===== src/design/apsel_pkg.sv =====
`default_nettype none
// ----------------------------------------------------------------------------
// apsel_pkg
// shared constants, codes and row layouts of the core-node priority selector
// ----------------------------------------------------------------------------
package apsel_pkg;

    localparam int ENTRIES     = 8;
    localparam int ID_SLOTS    = 4;
    localparam int SLICE_SLOTS = 8;

    localparam int ENTRY_AW = (ENTRIES > 1) ? $clog2(ENTRIES) : 1;
    localparam int ID_AW    = (ID_SLOTS > 1) ? $clog2(ID_SLOTS) : 1;
    localparam int SLICE_AW = (SLICE_SLOTS > 1) ? $clog2(SLICE_SLOTS) : 1;

    localparam int SET_ID_W = 10;
    localparam int PTR_W    = 6;
    localparam int SLICE_W  = 9;

    localparam int S_TDATA_W = 40;
    localparam int S_TUSER_W = 2;
    localparam int M_TDATA_W = 8;
    localparam int M_TUSER_W = 3;

    typedef enum logic [1:0] {
        MODE_FLAGS  = 2'd0,
        MODE_IDENT  = 2'd1,
        MODE_SLICE  = 2'd2,
        MODE_SELECT = 2'd3
    } mode_t;

    typedef enum logic [1:0] {
        KIND_IDENT = 2'd0,
        KIND_SLICE = 2'd1,
        KIND_CONN  = 2'd2,
        KIND_PRES  = 2'd3
    } kind_t;

    typedef struct packed {
        logic                valid;
        logic [SET_ID_W-1:0] set_id;
        logic [PTR_W-1:0]    ptr;
    } id_slot_t;

    typedef struct packed {
        logic                      valid;
        logic signed [SLICE_W-1:0] slice;
    } slice_slot_t;

    typedef id_slot_t    [ID_SLOTS-1:0]    id_row_t;
    typedef slice_slot_t [SLICE_SLOTS-1:0] slice_row_t;

    typedef struct packed {
        logic                      has_id;
        logic [SET_ID_W-1:0]       set_id;
        logic [PTR_W-1:0]          ptr;
        logic signed [SLICE_W-1:0] slice;
    } req_t;

    typedef struct packed {
        logic id_hit;
        logic slice_hit;
    } hit_t;

endpackage
`default_nettype wire


===== src/design/apsel_ram.sv =====
`default_nettype none
// ----------------------------------------------------------------------------
// apsel_ram
// simple dual-port row memory, one write and one registered read per cycle
// ----------------------------------------------------------------------------
module apsel_ram #(
    parameter int WIDTH = 8,
    parameter int DEPTH = 8,
    parameter int AW    = (DEPTH > 1) ? $clog2(DEPTH) : 1
) (
    input  logic             clk,
    input  logic             re,
    input  logic [AW-1:0]    raddr,
    output logic [WIDTH-1:0] rdata,
    input  logic             we,
    input  logic [AW-1:0]    waddr,
    input  logic [WIDTH-1:0] wdata
);

    logic [WIDTH-1:0] mem [DEPTH];

    always_ff @(posedge clk)
    begin
        if (we)
        begin
            mem[waddr] <= wdata;
        end
    end

    always_ff @(posedge clk)
    begin
        if (re)
        begin
            rdata <= mem[raddr];
        end
    end

endmodule
`default_nettype wire


===== src/design/apsel_match.sv =====
`default_nettype none
// ----------------------------------------------------------------------------
// apsel_match
// compares one table row against the request, all slots side by side
// ----------------------------------------------------------------------------
module apsel_match (
    input  apsel_pkg::id_row_t    id_row,
    input  apsel_pkg::slice_row_t slice_row,
    input  apsel_pkg::req_t       req,
    output apsel_pkg::hit_t       hit
);

    import apsel_pkg::*;

    always_comb
    begin
        hit = '0;
        for (int s = 0; s < ID_SLOTS; s++)
        begin
            if (req.has_id && id_row[s].valid && id_row[s].set_id == req.set_id
                && id_row[s].ptr == req.ptr)
            begin
                hit.id_hit = 1'b1;
            end
        end
        for (int s = 0; s < SLICE_SLOTS; s++)
        begin
            // negative request means no slice
            if (!req.slice[SLICE_W-1] && slice_row[s].valid
                && slice_row[s].slice == req.slice)
            begin
                hit.slice_hit = 1'b1;
            end
        end
    end

endmodule
`default_nettype wire


===== src/design/amf_priority_selector_core.sv =====
`default_nettype none
// ----------------------------------------------------------------------------
// amf_priority_selector_core
// core-node table with priority selection by identity, slice, connection
// ----------------------------------------------------------------------------
// Each input transaction is taken one at a time. A flag write completes as it
// is taken, an identity or slice slot write in a further modify step (the
// entry's row is read from its memory as the write is taken, the slot is
// replaced and the row written back). A select reads the first row as it is
// taken, then scans one table row per cycle from the identity and slice row
// memories, then picks the result once the output register is free; the
// result is one output transaction. A finished result waits in the output
// register while the next transaction is taken. Slot memories come out of
// reset with every row reading as empty, so no clearing pass is needed.
// ----------------------------------------------------------------------------
module amf_priority_selector_core (
    input  logic                           clk,
    input  logic                           rst_n,
    input  logic                           s_tvalid,
    output logic                           s_tready,
    // entry_index, slot_index, entry_present, entry_connected, slot_valid,
    // set_id, node_pointer, slice_type, has_identity, zero pad
    input  logic [apsel_pkg::S_TDATA_W-1:0] s_tdata,
    // mode
    input  logic [apsel_pkg::S_TUSER_W-1:0] s_tuser,
    output logic                           m_tvalid,
    input  logic                           m_tready,
    // selected_entry, zero pad
    output logic [apsel_pkg::M_TDATA_W-1:0] m_tdata,
    // found, match_kind
    output logic [apsel_pkg::M_TUSER_W-1:0] m_tuser
);

    import apsel_pkg::*;

    typedef enum logic [2:0] {
        S_IDLE,
        S_WR_MOD,
        S_SCAN,
        S_RESULT
    } state_t;

    // input unpacking
    logic [2:0]                in_entry;
    logic [2:0]                in_slot;
    logic                      in_present;
    logic                      in_connected;
    logic                      in_slot_valid;
    logic [SET_ID_W-1:0]       in_set_id;
    logic [PTR_W-1:0]          in_ptr;
    logic signed [SLICE_W-1:0] in_slice;
    logic                      in_has_id;
    mode_t                     in_mode;

    assign in_entry      = s_tdata[2:0];
    assign in_slot       = s_tdata[5:3];
    assign in_present    = s_tdata[6];
    assign in_connected  = s_tdata[7];
    assign in_slot_valid = s_tdata[8];
    assign in_set_id     = s_tdata[18:9];
    assign in_ptr        = s_tdata[24:19];
    assign in_slice      = s_tdata[33:25];
    assign in_has_id     = s_tdata[34];
    assign in_mode       = mode_t'(s_tuser);

    state_t                    state_reg;
    mode_t                     mode_reg;
    logic [ENTRY_AW-1:0]       ent_reg;
    logic [2:0]                slot_reg;
    logic                      wr_valid_reg;
    logic [SET_ID_W-1:0]       set_id_reg;
    logic [PTR_W-1:0]          ptr_reg;
    logic signed [SLICE_W-1:0] slice_reg;
    logic                      has_id_reg;
    logic [ENTRY_AW-1:0]       scan_reg;
    logic [ENTRIES-1:0]        present_reg;
    logic [ENTRIES-1:0]        connected_reg;
    logic [ENTRIES-1:0]        id_row_valid_reg;
    logic [ENTRIES-1:0]        sl_row_valid_reg;
    logic                      id_hit_reg;
    logic [ENTRY_AW-1:0]       id_idx_reg;
    logic                      sl_hit_reg;
    logic [ENTRY_AW-1:0]       sl_idx_reg;
    logic                      conn_hit_reg;
    logic [ENTRY_AW-1:0]       conn_idx_reg;
    logic                      pres_hit_reg;
    logic [ENTRY_AW-1:0]       pres_idx_reg;
    logic                      out_valid_reg;
    logic                      out_found_reg;
    logic [2:0]                out_entry_reg;
    kind_t                     out_kind_reg;

    logic                s_accept;
    logic                ent_ok;
    logic                id_slot_ok;
    logic                sl_slot_ok;
    logic                scan_last;
    logic                out_free;
    logic                rd_en;
    logic [ENTRY_AW-1:0] rd_addr;
    logic                id_we;
    logic                sl_we;
    id_row_t             id_rdata;
    slice_row_t          sl_rdata;
    id_row_t             id_row;
    slice_row_t          sl_row;
    id_row_t             id_wdata;
    slice_row_t          sl_wdata;
    id_row_t             id_base;
    slice_row_t          sl_base;
    req_t                req;
    hit_t                hit;
    logic                pres_e;
    logic                conn_e;

    assign s_tready   = (state_reg == S_IDLE);
    assign s_accept   = s_tvalid && s_tready;
    assign ent_ok     = int'(in_entry) < ENTRIES;
    assign id_slot_ok = int'(in_slot) < ID_SLOTS;
    assign sl_slot_ok = int'(in_slot) < SLICE_SLOTS;
    assign scan_last  = (scan_reg == ENTRY_AW'(ENTRIES - 1));
    assign out_free   = !out_valid_reg || m_tready;

    assign req.has_id = has_id_reg;
    assign req.set_id = set_id_reg;
    assign req.ptr    = ptr_reg;
    assign req.slice  = slice_reg;

    // rows never written read as empty
    assign id_row = id_row_valid_reg[scan_reg] ? id_rdata : '0;
    assign sl_row = sl_row_valid_reg[scan_reg] ? sl_rdata : '0;

    assign pres_e = present_reg[scan_reg];
    assign conn_e = pres_e && connected_reg[scan_reg];

    // memory access control
    always_comb
    begin
        rd_en   = 1'b0;
        rd_addr = ENTRY_AW'(in_entry);
        if (state_reg == S_IDLE)
        begin
            rd_en = s_accept;
            if (in_mode == MODE_SELECT)
            begin
                rd_addr = '0;
            end
        end
        else if (state_reg == S_SCAN)
        begin
            rd_en   = !scan_last;
            rd_addr = scan_reg + 1'b1;
        end
    end

    assign id_we = (state_reg == S_WR_MOD) && (mode_reg == MODE_IDENT);
    assign sl_we = (state_reg == S_WR_MOD) && (mode_reg == MODE_SLICE);

    // read-modify-write of one slot in the entry's row
    always_comb
    begin
        id_base  = id_row_valid_reg[ent_reg] ? id_rdata : '0;
        sl_base  = sl_row_valid_reg[ent_reg] ? sl_rdata : '0;
        id_wdata = id_base;
        sl_wdata = sl_base;
        id_wdata[ID_AW'(slot_reg)] = '{valid: wr_valid_reg, set_id: set_id_reg, ptr: ptr_reg};
        sl_wdata[SLICE_AW'(slot_reg)] = '{valid: wr_valid_reg, slice: slice_reg};
    end

    apsel_ram #(
        .WIDTH ($bits(id_row_t)),
        .DEPTH (ENTRIES)
    ) u_id_ram (
        .clk   (clk),
        .re    (rd_en),
        .raddr (rd_addr),
        .rdata (id_rdata),
        .we    (id_we),
        .waddr (ent_reg),
        .wdata (id_wdata)
    );

    apsel_ram #(
        .WIDTH ($bits(slice_row_t)),
        .DEPTH (ENTRIES)
    ) u_slice_ram (
        .clk   (clk),
        .re    (rd_en),
        .raddr (rd_addr),
        .rdata (sl_rdata),
        .we    (sl_we),
        .waddr (ent_reg),
        .wdata (sl_wdata)
    );

    apsel_match u_match (
        .id_row    (id_row),
        .slice_row (sl_row),
        .req       (req),
        .hit       (hit)
    );

    always_ff @(posedge clk or negedge rst_n)
    begin
        if (!rst_n)
        begin
            state_reg        <= S_IDLE;
            mode_reg         <= MODE_FLAGS;
            ent_reg          <= '0;
            slot_reg         <= '0;
            wr_valid_reg     <= 1'b0;
            set_id_reg       <= '0;
            ptr_reg          <= '0;
            slice_reg        <= '0;
            has_id_reg       <= 1'b0;
            scan_reg         <= '0;
            present_reg      <= '0;
            connected_reg    <= '0;
            id_row_valid_reg <= '0;
            sl_row_valid_reg <= '0;
            id_hit_reg       <= 1'b0;
            id_idx_reg       <= '0;
            sl_hit_reg       <= 1'b0;
            sl_idx_reg       <= '0;
            conn_hit_reg     <= 1'b0;
            conn_idx_reg     <= '0;
            pres_hit_reg     <= 1'b0;
            pres_idx_reg     <= '0;
            out_valid_reg    <= 1'b0;
            out_found_reg    <= 1'b0;
            out_entry_reg    <= '0;
            out_kind_reg     <= KIND_IDENT;
        end
        else
        begin
            if (out_valid_reg && m_tready && (state_reg != S_RESULT))
            begin
                out_valid_reg <= 1'b0;
            end

            unique case (state_reg)
                S_IDLE:
                begin
                    if (s_accept)
                    begin
                        mode_reg     <= in_mode;
                        ent_reg      <= ENTRY_AW'(in_entry);
                        slot_reg     <= in_slot;
                        wr_valid_reg <= in_slot_valid;
                        set_id_reg   <= in_set_id;
                        ptr_reg      <= in_ptr;
                        slice_reg    <= in_slice;
                        has_id_reg   <= in_has_id;
                        unique case (in_mode)
                            MODE_FLAGS:
                            begin
                                if (ent_ok)
                                begin
                                    present_reg[ENTRY_AW'(in_entry)]   <= in_present;
                                    connected_reg[ENTRY_AW'(in_entry)] <= in_connected;
                                end
                            end
                            MODE_IDENT:
                            begin
                                if (ent_ok && id_slot_ok)
                                begin
                                    state_reg <= S_WR_MOD;
                                end
                            end
                            MODE_SLICE:
                            begin
                                if (ent_ok && sl_slot_ok)
                                begin
                                    state_reg <= S_WR_MOD;
                                end
                            end
                            MODE_SELECT:
                            begin
                                scan_reg     <= '0;
                                id_hit_reg   <= 1'b0;
                                sl_hit_reg   <= 1'b0;
                                conn_hit_reg <= 1'b0;
                                pres_hit_reg <= 1'b0;
                                state_reg    <= S_SCAN;
                            end
                            default:
                            begin
                                state_reg <= S_IDLE;
                            end
                        endcase
                    end
                end

                S_WR_MOD:
                begin
                    if (mode_reg == MODE_IDENT)
                    begin
                        id_row_valid_reg[ent_reg] <= 1'b1;
                    end
                    else
                    begin
                        sl_row_valid_reg[ent_reg] <= 1'b1;
                    end
                    state_reg <= S_IDLE;
                end

                S_SCAN:
                begin
                    if (pres_e && !pres_hit_reg)
                    begin
                        pres_hit_reg <= 1'b1;
                        pres_idx_reg <= scan_reg;
                    end
                    if (conn_e && !conn_hit_reg)
                    begin
                        conn_hit_reg <= 1'b1;
                        conn_idx_reg <= scan_reg;
                    end
                    if (conn_e && hit.id_hit && !id_hit_reg)
                    begin
                        id_hit_reg <= 1'b1;
                        id_idx_reg <= scan_reg;
                    end
                    if (conn_e && hit.slice_hit && !sl_hit_reg)
                    begin
                        sl_hit_reg <= 1'b1;
                        sl_idx_reg <= scan_reg;
                    end
                    if (scan_last)
                    begin
                        state_reg <= S_RESULT;
                    end
                    else
                    begin
                        scan_reg <= scan_reg + 1'b1;
                    end
                end

                S_RESULT:
                begin
                    if (out_free)
                    begin
                        out_valid_reg <= 1'b1;
                        out_found_reg <= 1'b1;
                        priority if (id_hit_reg)
                        begin
                            out_entry_reg <= 3'(id_idx_reg);
                            out_kind_reg  <= KIND_IDENT;
                        end
                        else if (sl_hit_reg)
                        begin
                            out_entry_reg <= 3'(sl_idx_reg);
                            out_kind_reg  <= KIND_SLICE;
                        end
                        else if (conn_hit_reg)
                        begin
                            out_entry_reg <= 3'(conn_idx_reg);
                            out_kind_reg  <= KIND_CONN;
                        end
                        else if (pres_hit_reg)
                        begin
                            out_entry_reg <= 3'(pres_idx_reg);
                            out_kind_reg  <= KIND_PRES;
                        end
                        else
                        begin
                            out_found_reg <= 1'b0;
                            out_entry_reg <= '0;
                            out_kind_reg  <= KIND_IDENT;
                        end
                        state_reg <= S_IDLE;
                    end
                end

                default:
                begin
                    state_reg <= S_IDLE;
                end
            endcase
        end
    end

    assign m_tvalid = out_valid_reg;
    assign m_tdata  = {{(M_TDATA_W - 3){1'b0}}, out_entry_reg};
    assign m_tuser  = {out_kind_reg, out_found_reg};

    a_not_found_clean: assert property (@(posedge clk) disable iff (!rst_n)
        out_valid_reg && !out_found_reg |-> out_entry_reg == '0 && out_kind_reg == KIND_IDENT)
        else $error("not-found result carries an entry or kind");

    a_scan_in_table: assert property (@(posedge clk) disable iff (!rst_n)
        state_reg == S_SCAN |-> int'(scan_reg) < ENTRIES)
        else $error("scan pointer beyond the table");

    a_result_source: assert property (@(posedge clk) disable iff (!rst_n)
        $rose(out_valid_reg) |-> $past(state_reg) == S_RESULT)
        else $error("result raised outside the result step");

    a_single_writeback: assert property (@(posedge clk) disable iff (!rst_n)
        id_we || sl_we |-> state_reg == S_WR_MOD && !(id_we && sl_we))
        else $error("row write-back outside the modify step");

    a_conn_after_pres: assert property (@(posedge clk) disable iff (!rst_n)
        conn_hit_reg |-> pres_hit_reg && pres_idx_reg <= conn_idx_reg)
        else $error("connected pick without an earlier present pick");

endmodule
`default_nettype wire


===== config.mk =====
export PLATFORM = sky130hd
export DESIGN_NAME = amf_priority_selector_core
export DESIGN_NICKNAME = d
export VERILOG_FILES = /design/src/design/apsel_pkg.sv /design/src/design/apsel_ram.sv /design/src/design/apsel_match.sv /design/src/design/amf_priority_selector_core.sv
export SDC_FILE = /design/constraint.sdc
export NUM_CORES = 2
export LEC_CHECK = 0
export BUFFER_PORTS_ARGS = -buffer_cell sky130_fd_sc_hd__buf_2
export CAP_MARGIN = 20
export CORE_AREA = 2 2 314 316
export DETAILED_ROUTE_END_ITERATION = 8
export DIE_AREA = 0 0 316 318
export PLACE_DENSITY = 0.83
export SLEW_MARGIN = 10
export SYNTH_ARGS = -nofsm -noshare
export SYNTH_HDL_FRONTEND = slang
export SYNTH_SLANG_ARGS = --single-unit
export TNS_END_PERCENT = 30

===== constraint.sdc =====
create_clock -name clk -period 10.3 [get_ports clk]
set_input_delay 0.515 -clock clk [delete_from_list [all_inputs] [get_ports clk]]
set_output_delay 0.515 -clock clk [all_outputs]
set_load 0.03 [all_outputs]

== After elaboration in Yosys (flattened, before gate mapping) ==
Memories as Yosys holds them, arrays and structs flattened. A register that Yosys moved wholly into a read port is not among the register bits.
Cells that the tools add are included.
Word-level totals
  register bits: 96
  RAM bits: 1184
  input port bits: 46
  output and inout port bits: 13
  memories kept: 2
Memory list
  u_slice_ram.mem: depth 8, width 80, rd ports 1, clocked after memory_dff 1, wr ports 1, line apsel_ram.sv:20  | logic [WIDTH-1:0] mem [DEPTH];
  u_id_ram.mem: depth 8, width 68, rd ports 1, clocked after memory_dff 1, wr ports 1, line apsel_ram.sv:20
Operators by class
  add/subtract/negate cells: 1
  $lt $le $gt $ge: 10
  equal/unequal tests: 37
  multiplexer cells: 84
  bitwise logic cells: 3
  reductions and logical operators: 70
Operators by type and width (number)
  80-bit 2-to-1 mux: 2
  68-bit 2-to-1 mux: 2
  80-bit bitwise mux: 1
  9-bit == test: 8
  68-bit bitwise mux: 1
  1-bit logical AND: 44
  3-bit 2-to-1 mux: 14
  10-bit == test: 4
  1-bit 2-to-1 mux: 39
  17-bit demux with 2-bit select: 1
  10-bit demux with 3-bit select: 1
  6-bit == test: 4
  4-bit AND reduction: 5
  1-bit binary-select mux with 3-bit select: 6
  3-bit one-hot mux with 3 select lines: 2
  17-bit 2-to-1 mux: 1
  8-bit bitwise mux: 2
  3-bit by 4-bit less-than comparator with 1-bit output, second input constant: 4
  8-bit bitwise OR: 2
  2-bit AND reduction: 8
  2-bit by 1-bit inequality test with 1-bit output, second input constant: 6
  10-bit 2-to-1 mux: 1
  3-bit by 1-bit >= comparator with 1-bit output, second input constant: 3
  2-bit 2-to-1 mux: 4
  24 further kinds: 40

== Logic depth before layout (Yosys ltp) ==
  word-level depth: 17
  depth in mapped cells: 11

== By module ==
From an unflattened synthesis, not the netlist that was laid out.
Second synthesis, totals
  cell total of the unflattened synthesis: 2796
  area, all modules: 57441.3 um^2
Modules (own cells, without submodules)
  apsel_ram (u_slice_ram): times used 1, cells an instance 1018, area each 26455.4 um^2
  apsel_ram (u_id_ram): times used 1, cells an instance 867, area each 22477.8 um^2
  amf_priority_selector_core: times used 1, cells an instance 701, area each 6911.6 um^2
  apsel_match: times used 1, cells an instance 210, area each 1596.5 um^2

== Worst setup path before layout ==
OpenSTA, ideal clock, no wires.
  path type: register to register
  start: reg state_reg[0]
  end: mem u_slice_ram.mem[0][0] in the netlist's numbering, enable pin
  library setup time: 0.716 ns
  arrival time: 8.605 ns
  path slack: 0.979 ns
  stages on the path, launching flop included: 6
  buffers on the path: 1
  clock period less this slack: 9.321 ns
  cell sequence: dfrtp_1 clkbuf_1 inv_1 nor2_1 nand3b_1 nor4_1
Between the ends
  word-level cells in the longest chain between the ends: 4
RTL lines
  from (decl): line amf_priority_selector_core.sv:66  | state_t state_reg;
  from (signal assigned): line amf_priority_selector_core.sv:207  | state_reg <= S_IDLE;
  from (signal assigned): line amf_priority_selector_core.sv:267  | state_reg <= S_WR_MOD;
  from (signal assigned): line amf_priority_selector_core.sv:274  | state_reg <= S_WR_MOD;
  3-bit by 1-bit == test with 1-bit output: line amf_priority_selector_core.sv:157  | assign sl_we = (state_reg == S_WR_MOD) && (mode_reg == MODE_SLICE);
  1-bit logical AND: line amf_priority_selector_core.sv:157
  1-bit 2-to-1 mux: line apsel_ram.sv:24  | if (we)
  1-bit 2-to-1 mux (implied by the code): line apsel_ram.sv:26  | mem[waddr] <= wdata;
  to (decl): line apsel_ram.sv:20
No other way between the ends.

== Worst setup path after layout ==
  start: reg scan_reg[0]
  end: reg u_id_ram.rdata[60], read port of u_id_ram.mem, data pin
Between the ends
  word-level cells in the longest chain between the ends: 4
RTL lines
  from (decl): line amf_priority_selector_core.sv:75  | logic [ENTRY_AW-1:0] scan_reg;
  from (signal assigned): line amf_priority_selector_core.sv:335  | scan_reg <= scan_reg + 1'b1;
  branches (longest 4 deep; another with 3-bit by 1-bit adder with 3-bit output)
  to (decl): line apsel_ram.sv:14  | output logic [WIDTH-1:0] rdata,
Several ways; the timed one is not identified.
A chain may end at the register's enable or synchronous reset.

==> run_results.csv <==
group,metric,value,unit
worst_setup_path,critical_path.slowest_cell,"buf_4",
detailed_routing,drt_iter0_drc,5688,
sta,clock.fmax,238.0,MHz
floorplan,start_util,60.22,%
finish,multiInputGateArea,15160,µm²
placement,portBuffers,48,
global_route,grt_usage,28.44,%
yosys,syn_area,58660,µm²
yosys,syn_area_per_cell,11.79,µm²
global_route,grt_first_pass_wirelength,218700,µm
worst_setup_path,max_stage_delay,920,ps
finish,largest_reg_flops,640,
yosys,yosysWarnings,0,
finish,mostFrequentLayoutCell,"nand2_1",
finish,num-fill-cells,6234,
sta,rsz0062_at_grt,"no",
min_path,hp-class,"in -> reg",
floorplan,die_w,316,µm
finish,final_layout_size_suffix_gt1_share,7.573,%
power_and_ir_drop,p_leak,23.67,nW
placement,place_ws,5590,ps
finish,top_register,"u_slice_ram.mem",
yosys,synthArstFlopShare,6.657,%
placement,placed_area,60000,µm²
worst_setup_path,start_kind,"flop",
clock_network,post_cts_resized,0,
detailed_routing,drtAntennaViolNets,0,
global_route,grt_max_degree,225,
finish,regArea,42380,µm²
global_route,grt_pass1_vias,39210,
clock_network,cts_buffer_depth,3,
clock_network,cts_made_buffers,138,
detailed_routing,routed_via_density,6.262,
finish,syn2layout_area_growth,10.33,%
yosys,synth_cell_types,58,
detailed_routing,first_pass_iters,6,
power_and_ir_drop,fin_total_pwr,20.38,mW
sta,worst_pin_slew,1459,ps
finish,mostFrequentLayoutCells,"nand2_1, edfxtp_1, nand3_1",
clock_network,cts_sinks,1427,
yosys,synthCells,4976,
finish,top_regs,"u_slice_ram.mem x640, u_id_ram.mem x544, u_slice_ram.rdata x80",
sta,timing.final.hold_violations,0,
sta,slew_violations,0,
worst_setup_path,path_class,"reg -> reg",
flow_run,maxCapViolCount,0,
global_route,grt-ovfl-total,0,
sta,fin_crit,4202,ps
sta,fin_setup_tns,0,ps
floorplan,core,97410,µm²
power_and_ir_drop,peakVddDrop,406.9,µV
finish,final_util,66.44,%
placement,place_hpwl,69200,µm
clock_network,insertion_delay,770,ps
sta,post-route-period-util,40.80,%
yosys,ys_seq_area_share,72.24,%
finish,fin_area,64720,µm²
yosys,ys_seq_elements,1427,
power_and_ir_drop,powerDensity,314.8,nW/µm²
worst_setup_path,crit_fanout,220,
floorplan,die_area,100500,µm²
sta,max_slew_margin,2.720,%
yosys,synth_ff_type,"edfxtp_1",
clock_network,cts-root-buf,"clkbuf_16",
sta,fin_skew,31.68,ps
placement,gp_congestion,0.7847,
worst_setup_path,critPathMostFrequentCell,"nand3_1",
floorplan,die_h,318,µm
floorplan,rows,115,
worst_setup_path,crit_arrival,4660,ps
detailed_routing,routedWlPerCell,22.67,µm
clock_network,cts_htree_levels,4,
detailed_routing,wirelength,143600,µm
clock_network,path_clk_slew,60,ps
sta,setup_viol_count_final,0,
sta,setup_ws,6098,ps
yosys,synth-edff-count,1332,
floorplan,io_pins,59,
run_status,status,"complete, no violations",
clock_network,cts_tree,"built",
detailed_routing,route.vias.total,39650,
detailed_routing,drc_errors,0,
worst_setup_path,worstPathRequired,10760,ps
worst_setup_path,endpoint_kind,"flop",
worst_setup_path,crit_chain,"ha_1, a22oi_2, buf_12, buf_4, nand3_1, nand3_1, o21ai_0",
global_route,antenna_found_initial,1,
finish,fin_nets,4983,
final cells by class:
type                            instances  share of cell area (%)
Sequential cell                      1427                   65.47
Multi-Input combinational cell       3215                   23.42
Clock inverter                         57                  0.9067
Clock buffer                          195                   5.906
Timing Repair Buffer                  146                   1.779
Inverter                                4                 0.02320
Tap cell                             1287                   2.488
Antenna cell                            1                0.003866
cell usage after synthesis, types with 4 or more instances:
master    number  share of area [%]
clkbuf_1     252                1.6
or2_2         11               0.12
dfrtp_1       95                4.1
nand4_1       20               0.21
nor2b_1        8              0.085
a22oi_1        9               0.12
edfxtp_1    1332                 68
o31ai_1        4              0.051
mux4_2         7               0.27
ha_1           5               0.11
nor3_1         9              0.077
mux2_2        28               0.54
o21ai_0      308                2.6
a21oi_1       12               0.10
and3_1         5              0.053
xor2_1        53               0.79
a21o_1        11               0.14
and2_1         7              0.075
nand2b_1       9              0.096
nand2_1     1762                 11
buf_2         13               0.11
xnor2_1       69                1.0
buf_4          6              0.077
nor4_1        20               0.21
nand3_1      755                6.4
buf_1         61               0.39
nor2_1        49               0.31
logic make-up (layout without fill, tap and decap cells):
logic type      after synthesis  in the layout  share of synthesized area (%)
compound gates              367            367                          3.379
other cells                   1              6                       0.006393
xor+xnor                    122            122                          1.822
fa+ha+maj                     5              5                         0.1066
buf+inv                     338            402                          2.254
mux                          43             43                         0.9854
flops                      1427           1427                          72.24
simple gates               2673           2673                          19.21
per-layer routing:
layer / vias up / global-route usage [%] / share of wire (%)
met5: - / 0 / 0.011
li1: 17380 / - / -
met1: 19050 / 37.72 / 36
met3: 446 / 6.443 / 13
met2: 2774 / 45.12 / 47
met4: 2 / 12.96 / 4.1
per-stage QoR:
step / instances / hold slack [ps]
3_5_place_dp: 6049 / 465.4
3_3_place_gp: 6049 / 456.9
4_1_cts: 6330 / 13.83
5_1_grt: 6331 / 28.24
2_1_floorplan: 4980 / 219.4
6_report: 6332 / 27.91
path summary, 6_finish.rpt:
kind	start	depth (start not counted)	slack, ps	end
worst max-delay path	scan_reg[0]$_DFFE_PN0P_	7	6100	u_id_ram.rdata[60]$_DFFE_PP_
worst min-delay path	s_tdata[29]	3	30	slice_reg[4]$_DFFE_PN0P_
worst max register to register	scan_reg[0]$_DFFE_PN0P_	7	6100	u_id_ram.rdata[60]$_DFFE_PP_
worst min register to register	out_entry_reg[1]$_DFFE_PN0P_	2	480	out_entry_reg[1]$_DFFE_PN0P_
max in group asynchronous	rst_n	3	8700	slice_reg[5]$_DFFE_PN0P_
min in group asynchronous	rst_n	2	300	out_entry_reg[1]$_DFFE_PN0P_
repair_timing:
item / in CTS / in global routing
buffers inserted: 0 / 0
hold buffers: 29 / 0
endpoints found under the hold margin: 65 / 0
where the power goes:
part,switching (mW),total (mW),internal (mW)
clock,2.16,4.94,2.79
sequential,0.682,9.09,8.41
combinational,4.69,6.35,1.66
worst max-delay path, delay by kind of cell, from the launching register on:
family	cells	cell delay, ps
AND/OR/NAND/NOR	2	350
adder cells (fa/ha/maj)	1	390
AO/OA/AOI/OAI	2	340
buffers and inverters	2	1680
flip-flops	1	820
No activity file was read; power rests on OpenSTA's default activity.
